[config.mk]
export PLATFORM = sky130hd
export DESIGN_NAME = start_byte_length_frame_parser
export DESIGN_NICKNAME = d
export VERILOG_FILES = /design/src/sblf_pkg.sv /design/src/start_byte_length_frame_parser.sv /design/src/sblf_parse.sv /design/src/sblf_out_reg.sv
export SDC_FILE = /design/constraint.sdc
export NUM_CORES = 1
export LEC_CHECK = 0
export ABC_AREA = 1
export CORE_MARGIN = 2
export CORE_UTILIZATION = 68
export DETAILED_ROUTE_END_ITERATION = 7
export DONT_BUFFER_PORTS = 1
export PLACE_DENSITY = 0.85
export SLEW_MARGIN = 30
export SYNTH_ARGS = -nofsm -noshare
export SYNTH_HDL_FRONTEND = slang
export SYNTH_HIERARCHICAL = 1
export SYNTH_SLANG_ARGS = --single-unit
[constraint.sdc]
create_clock -name clk -period 10.5 [get_ports clk]
set_clock_uncertainty 0.1 [all_clocks]
set_input_delay 1.05 -clock clk [delete_from_list [all_inputs] [get_ports clk]]
set_output_delay 1.05 -clock clk [all_outputs]
set_load 0.02 [all_outputs]
[src/sblf_pkg.sv]
`timescale 1ns / 1ps

package sblf_pkg;

  // Byte that opens a frame while the parser is idle
  localparam logic [7:0] StartByte = 8'hF7;

  // Frame phases
  typedef enum logic [2:0] {
    PH_IDLE   = 3'd0,
    PH_DEST   = 3'd1,
    PH_SRC    = 3'd2,
    PH_TYPE   = 3'd3,
    PH_LENGTH = 3'd4,
    PH_DATA   = 3'd5,
    PH_CHECK  = 3'd6
  } phase_t;

  // One parsed result word
  typedef struct packed {
    logic        payload_valid;
    logic [7:0]  payload_byte;
    logic [7:0]  payload_index;
    logic        frame_done;
    logic [15:0] dest_addr;
    logic [15:0] src_addr;
    logic [7:0]  frame_type;
    logic [7:0]  frame_length;
    logic [7:0]  check_byte;
  } result_t;

endpackage

[src/start_byte_length_frame_parser.sv]
`timescale 1ns / 1ps
// A byte passes the input register, then the result register, before its word
// appears on out_tvalid and out_tdata.
// Throughput: one byte per cycle while the skid slot is free; the result stage holds
// a spare slot so in_tready stays high while one finished word waits downstream.
// Reset (rst_n low, synchronous) returns the parser to idle and clears its field registers.

module start_byte_length_frame_parser (
  input  logic        clk,
  input  logic        rst_n,
  input  logic        in_tvalid,
  output logic        in_tready,
  input  logic [7:0]  in_tdata,   // [7:0] rx_byte
  output logic        out_tvalid,
  input  logic        out_tready,
  output logic [71:0] out_tdata,  // [7:0] payload_byte, [15:8] payload_index,
                                  // [31:16] dest_addr, [47:32] src_addr,
                                  // [55:48] frame_type, [63:56] frame_length,
                                  // [71:64] check_byte
  output logic        out_tuser,  // [0] payload_valid
  output logic        out_tlast   // frame_done
);

  logic              in_v_r;
  logic [7:0]        in_byte_r;
  logic              step;
  logic              stage_ready;
  sblf_pkg::result_t parsed;
  sblf_pkg::result_t res;

  assign step      = in_v_r && stage_ready;
  assign in_tready = !in_v_r || stage_ready;

  // Input register: hold the byte until the result stage takes it
  always_ff @(posedge clk) begin
    if (!rst_n) begin
      in_v_r <= 1'b0;
    end else if (in_tready) begin
      in_v_r <= in_tvalid;
    end
  end

  always_ff @(posedge clk) begin
    if (in_tvalid && in_tready) in_byte_r <= in_tdata;
  end

  sblf_parse u_parse (
    .clk     (clk),
    .rst_n   (rst_n),
    .step    (step),
    .rx_byte (in_byte_r),
    .result  (parsed)
  );

  sblf_out_reg u_out (
    .clk      (clk),
    .rst_n    (rst_n),
    .up_valid (in_v_r),
    .up_ready (stage_ready),
    .up_data  (parsed),
    .dn_valid (out_tvalid),
    .dn_ready (out_tready),
    .dn_data  (res)
  );

  // Pack the result word
  assign out_tdata = {res.check_byte, res.frame_length, res.frame_type, res.src_addr,
                      res.dest_addr, res.payload_index, res.payload_byte};
  assign out_tuser = res.payload_valid;
  assign out_tlast = res.frame_done;

endmodule

[src/sblf_parse.sv]
`timescale 1ns / 1ps

module sblf_parse (
  input  logic             clk,
  input  logic             rst_n,
  input  logic             step,
  input  logic [7:0]       rx_byte,
  output sblf_pkg::result_t result
);

  sblf_pkg::phase_t phase_r, phase_nxt;
  logic [7:0]  byte_count_r, byte_count_nxt;
  logic [15:0] dest_r, dest_nxt;
  logic [15:0] src_r, src_nxt;
  logic [7:0]  type_r, type_nxt;
  logic [7:0]  length_r, length_nxt;
  logic [7:0]  count_inc;

  assign count_inc = byte_count_r + 8'd1;

  // Next state of the frame phase
  always_comb begin
    phase_nxt = phase_r;
    unique case (phase_r)
      sblf_pkg::PH_DEST: begin
        if (count_inc >= 8'd2) phase_nxt = sblf_pkg::PH_SRC;
      end
      sblf_pkg::PH_SRC: begin
        if (count_inc >= 8'd2) phase_nxt = sblf_pkg::PH_TYPE;
      end
      sblf_pkg::PH_TYPE: begin
        phase_nxt = sblf_pkg::PH_LENGTH;
      end
      sblf_pkg::PH_LENGTH: begin
        phase_nxt = (rx_byte == 8'd0) ? sblf_pkg::PH_CHECK : sblf_pkg::PH_DATA;
      end
      sblf_pkg::PH_DATA: begin
        if (count_inc >= length_r) phase_nxt = sblf_pkg::PH_CHECK;
      end
      sblf_pkg::PH_CHECK: begin
        phase_nxt = sblf_pkg::PH_IDLE;
      end
      default: begin
        phase_nxt = (rx_byte == sblf_pkg::StartByte) ? sblf_pkg::PH_DEST
                                                      : sblf_pkg::PH_IDLE;
      end
    endcase
  end

  // Field registers, counter and result word
  always_comb begin
    byte_count_nxt = byte_count_r;
    dest_nxt       = dest_r;
    src_nxt        = src_r;
    type_nxt       = type_r;
    length_nxt     = length_r;
    result         = '0;
    unique case (phase_r)
      sblf_pkg::PH_DEST: begin
        dest_nxt       = {dest_r[7:0], rx_byte};
        byte_count_nxt = (count_inc >= 8'd2) ? 8'd0 : count_inc;
      end
      sblf_pkg::PH_SRC: begin
        src_nxt        = {src_r[7:0], rx_byte};
        byte_count_nxt = (count_inc >= 8'd2) ? 8'd0 : count_inc;
      end
      sblf_pkg::PH_TYPE: begin
        type_nxt = rx_byte;
      end
      sblf_pkg::PH_LENGTH: begin
        length_nxt     = rx_byte;
        byte_count_nxt = 8'd0;
      end
      sblf_pkg::PH_DATA: begin
        result.payload_valid = 1'b1;
        result.payload_byte  = rx_byte;
        result.payload_index = byte_count_r;
        byte_count_nxt       = (count_inc >= length_r) ? 8'd0 : count_inc;
      end
      sblf_pkg::PH_CHECK: begin
        result.frame_done = 1'b1;
        result.check_byte = rx_byte;
      end
      default: begin
        if (rx_byte == sblf_pkg::StartByte) byte_count_nxt = 8'd0;
      end
    endcase
    result.dest_addr    = dest_nxt;
    result.src_addr     = src_nxt;
    result.frame_type   = type_nxt;
    result.frame_length = length_nxt;
  end

  // Advance state once per word passed downstream
  always_ff @(posedge clk) begin
    if (!rst_n) begin
      phase_r      <= sblf_pkg::PH_IDLE;
      byte_count_r <= 8'd0;
      dest_r       <= 16'd0;
      src_r        <= 16'd0;
      type_r       <= 8'd0;
      length_r     <= 8'd0;
    end else if (step) begin
      phase_r      <= phase_nxt;
      byte_count_r <= byte_count_nxt;
      dest_r       <= dest_nxt;
      src_r        <= src_nxt;
      type_r       <= type_nxt;
      length_r     <= length_nxt;
    end
  end

endmodule

[src/sblf_out_reg.sv]
`timescale 1ns / 1ps

module sblf_out_reg (
  input  logic               clk,
  input  logic               rst_n,
  input  logic               up_valid,
  output logic               up_ready,
  input  sblf_pkg::result_t  up_data,
  output logic               dn_valid,
  input  logic               dn_ready,
  output sblf_pkg::result_t  dn_data
);

  logic              main_v_r;
  logic              skid_v_r;
  sblf_pkg::result_t main_r;
  sblf_pkg::result_t skid_r;
  logic              up_fire;
  logic              dn_fire;

  assign up_ready = !skid_v_r;
  assign up_fire  = up_valid && !skid_v_r;
  assign dn_fire  = main_v_r && dn_ready;
  assign dn_valid = main_v_r;
  assign dn_data  = main_r;

  // Valid flags of the main and skid slots
  always_ff @(posedge clk) begin
    if (!rst_n) begin
      main_v_r <= 1'b0;
      skid_v_r <= 1'b0;
    end else begin
      if (up_fire) begin
        main_v_r <= 1'b1;
        if (main_v_r && !dn_ready) skid_v_r <= 1'b1;
      end else if (dn_fire) begin
        if (skid_v_r) skid_v_r <= 1'b0;
        else main_v_r <= 1'b0;
      end
    end
  end

  // Payload: load main directly, park in skid when stalled
  always_ff @(posedge clk) begin
    if (up_fire) begin
      if (!main_v_r || dn_ready) main_r <= up_data;
      else skid_r <= up_data;
    end else if (dn_fire && skid_v_r) begin
      main_r <= skid_r;
    end
  end

endmodule

==> flow_metrics.env <==
export IMPL_outcome="finished, final reports clean"
export IMPL_synth_area_per_cell_um2=9.49
export IMPL_cts_sinks=218
export IMPL_setup_ws_ns=7.74
export IMPL_worst_path_max_fanout=81
export IMPL_cp_required_ns=10.81
export IMPL_worst_pin_slew_ns=1.01
export IMPL_dp_cells=1120
export IMPL_fp_coreArea_um2=13300
export IMPL_io_pin_count=88
export IMPL_place_ws_ns=7.76
export IMPL_synth_top_area_cell="edfxtp_1"
export IMPL_layout_min_cycle_time_ns=2.76
export IMPL_synth_top_area_share_pct=50.3
export IMPL_ir_drop_mv=0.147
export IMPL_ys_flop_type="edfxtp_1"
export IMPL_grt_max_degree=82
export IMPL_worst_setup_path_start_kind="flip-flop"
export IMPL_numPortBuffers=0
export IMPL_routed_wl_um=19600
export IMPL_wl_met1_um=7630
export IMPL_worstPathArrival_ns=3.07
export IMPL_grt_pass1_vias=6275
export IMPL_cts_resized=0
export IMPL_fin_nets=990
export IMPL_rsz0062_at_grt="false"
export IMPL_met3_length_um=1620
export IMPL_netlist_top_cells_count="nand2_1, edfxtp_1, inv_1, o21ai_0, nor2_1"
export IMPL_fin_util_pct=76.2
export IMPL_rr_worst_depth=11
export IMPL_max_cap_viol_count=0
export IMPL_cts_tree="built"
export IMPL_dr_pass1_iters=8
export IMPL_wl_per_cell_um=16.9
export IMPL_drt_iter0_drc=713
export IMPL_cts_root_buf="clkbuf_16"
export IMPL_top_layer="met4"
export IMPL_die_area_um2=14600
export IMPL_cts_setup_buffers=0
export IMPL_final_cells=1161
export IMPL_async_flop_share_pct=0
export IMPL_period_share_pct=26.3
export IMPL_antenna_cells=0
export IMPL_routed_via_count=6569
export IMPL_holdCritPathClass="reg -> reg"
export IMPL_rows=42
export IMPL_total_power_w=0.00192
export IMPL_slew_viol_final=0
export IMPL_synth_fp_nets=1002
export IMPL_wl_met2_um=9850
export IMPL_htree_levels=1
export IMPL_maxSlewHeadroom_pct=32.6
export IMPL_synth_most_common_cell="nand2_1"
export IMPL_yosysUniqueCellTypes=34
export IMPL_gp_congestion=0.861
export IMPL_synth_cells=981
export IMPL_grt_pass1_wl_um=31200
export IMPL_synth_top_cells_by_area="edfxtp_1, dfxtp_1, nand2_1"
export IMPL_yosysSeqAreaShare_pct=63.6
export IMPL_drc=0
export IMPL_cts_buffers=22
export IMPL_synthToLayoutAreaGrowth_pct=8.77
export IMPL_end_kind="flip-flop"
export IMPL_vias_per_cell=5.66
export IMPL_ys_ff_latch=218
export IMPL_hold_buffers=0
export IMPL_min_path_cells=2
export IMPL_syn_area_um2=9310
export IMPL_grt_use_total_pct=27.1
export IMPL_clock_path_buffers=3
export IMPL_ant_nets=0
export IMPL_start_util_pct=70.1
export IMPL_setup_viol=0
export IMPL_grt_remaining_overflow=0
export IMPL_synth_edf_count=156
export IMPL_final_hold_viol_count=0
export IMPL_synth_warnings=6
export IMPL_leakagePower_nw=4.28
export IMPL_fp_dieW_um=121
export IMPL_dpl_hpwl_um=11300
export IMPL_die_h_um=121
export IMPL_clkSlewWorstSetupHoldPaths_ns=0.06
export IMPL_powerDensity_nw_per_um2=190
export IMPL_clk_insertion_delay_late_ns=0.50
export IMPL_tns_ns=0
export IMPL_drive_above_1_share_pct=8.73
export IMPL_crit_type="reg -> reg"
export IMPL_fmax_mhz=363
export IMPL_antenna_found_initial=0
cells by family after synthesis:
| group | count (synthesis) | share of synthesized area, % |
|---|---|---|
| AO/OA/AOI/OAI | 150 | 8.34 |
| XOR/XNOR | 2 | 0.188 |
| adder cells (fa/ha/maj) | 9 | 1.21 |
| buffers and inverters | 173 | 7.64 |
| flip-flops | 218 | 63.6 |
| AND/OR/NAND/NOR | 429 | 19.0 |
worst paths after layout:
| path | slack [ns] | to | startpoint |
|---|---|---|---|
| setup / recovery | 7.74 | u_parse/byte_count_r[2] | u_out/skid_v_r |
| hold / removal | 0.40 | u_parse/byte_count_r[5] | u_parse/byte_count_r[5] |
| setup reg to reg | 7.74 | u_parse/byte_count_r[2] | u_out/skid_v_r |
| hold reg to reg | 0.40 | u_parse/byte_count_r[5] | u_parse/byte_count_r[5] |
layer usage:
| metal | track usage (%) | up-vias |
|---|---|---|
| li1 | - | 3143 |
| met1 | 34.9 | 3070 |
| met2 | 45.9 | 310 |
| met3 | 4.84 | 46 |
| met4 | 10.3 | 0 |
| met5 | 0 | - |
cell usage in the layout, fill, tap and decap left out, types with 5 or more instances in the layout:
cell type | synthesis | layout
dfxtp_1 | 62 | 62
nor2_2 | 7 | 6
nand2_1 | 311 | 310
ha_1 | 9 | 9
clkbuf_16 | 0 | 23
nand3_1 | 7 | 6
a21oi_2 | 4 | 5
nor2_1 | 72 | 72
nand4_1 | 10 | 10
o21ai_1 | 9 | 9
a21oi_1 | 44 | 42
o21ai_0 | 89 | 89
nand2_2 | 10 | 11
clkbuf_1 | 20 | 5
edfxtp_1 | 156 | 156
inv_2 | 10 | 10
inv_1 | 121 | 120
per-stage QoR:
step | instance area, um^2 | hold slack [ns]
floorplan | 9310 | 0.358
global placement | 9360 | 0.381
detailed placement | 9370 | 0.388
CTS | 10100 | 0.397
global route | 10100 | 0.408
finish | 10100 | 0.405
power by group:
group | leakage, nW | switching [W] | internal, W
clock network | 0.351 | 0.000325 | 0.000455
registers | 1.94 | 0.0000354 | 0.000962
logic | 2.00 | 0.000107 | 0.0000367
total | 4.28 | 0.000467 | 0.00145
registers in the layout (all words and copies together), names as in the netlist:
| register | cells |
|---|---|
| in_byte_r | 8 |
| u_parse/byte_count_r | 8 |
| u_parse/src_r | 16 |
| u_parse/phase_r | 3 |
| u_parse/length_r | 8 |
| u_out/skid_r | 74 |
| u_parse/type_r | 8 |
| u_out/skid_v_r | 1 |
| u_parse/dest_r | 16 |
| u_out/dn_data | 74 |
| u_out/dn_valid | 1 |
| in_v_r | 1 |
critical path, cell delays in order (launching register included):
cell and delay [ns]:
dfxtp_1 0.36, inv_2 0.09, nand2_1 0.05, inv_1 0.55, inv_4 0.46, nor3_2 0.36
nand2_4 0.14, nor2_4 0.17, inv_1 0.08, nor2_1 0.12, nand2_2 0.07, a21oi_2 0.10
final cells by class:
cell class	count	area, um^2
multi-input combinational	590	2700
fill	858	3160
timing repair buffer	5	61.3
clock buffer	28	594
tap	176	220
sequential	218	5930
inverter	132	498
clock inverter	12	128
Power figures use the tool's default switching activity.
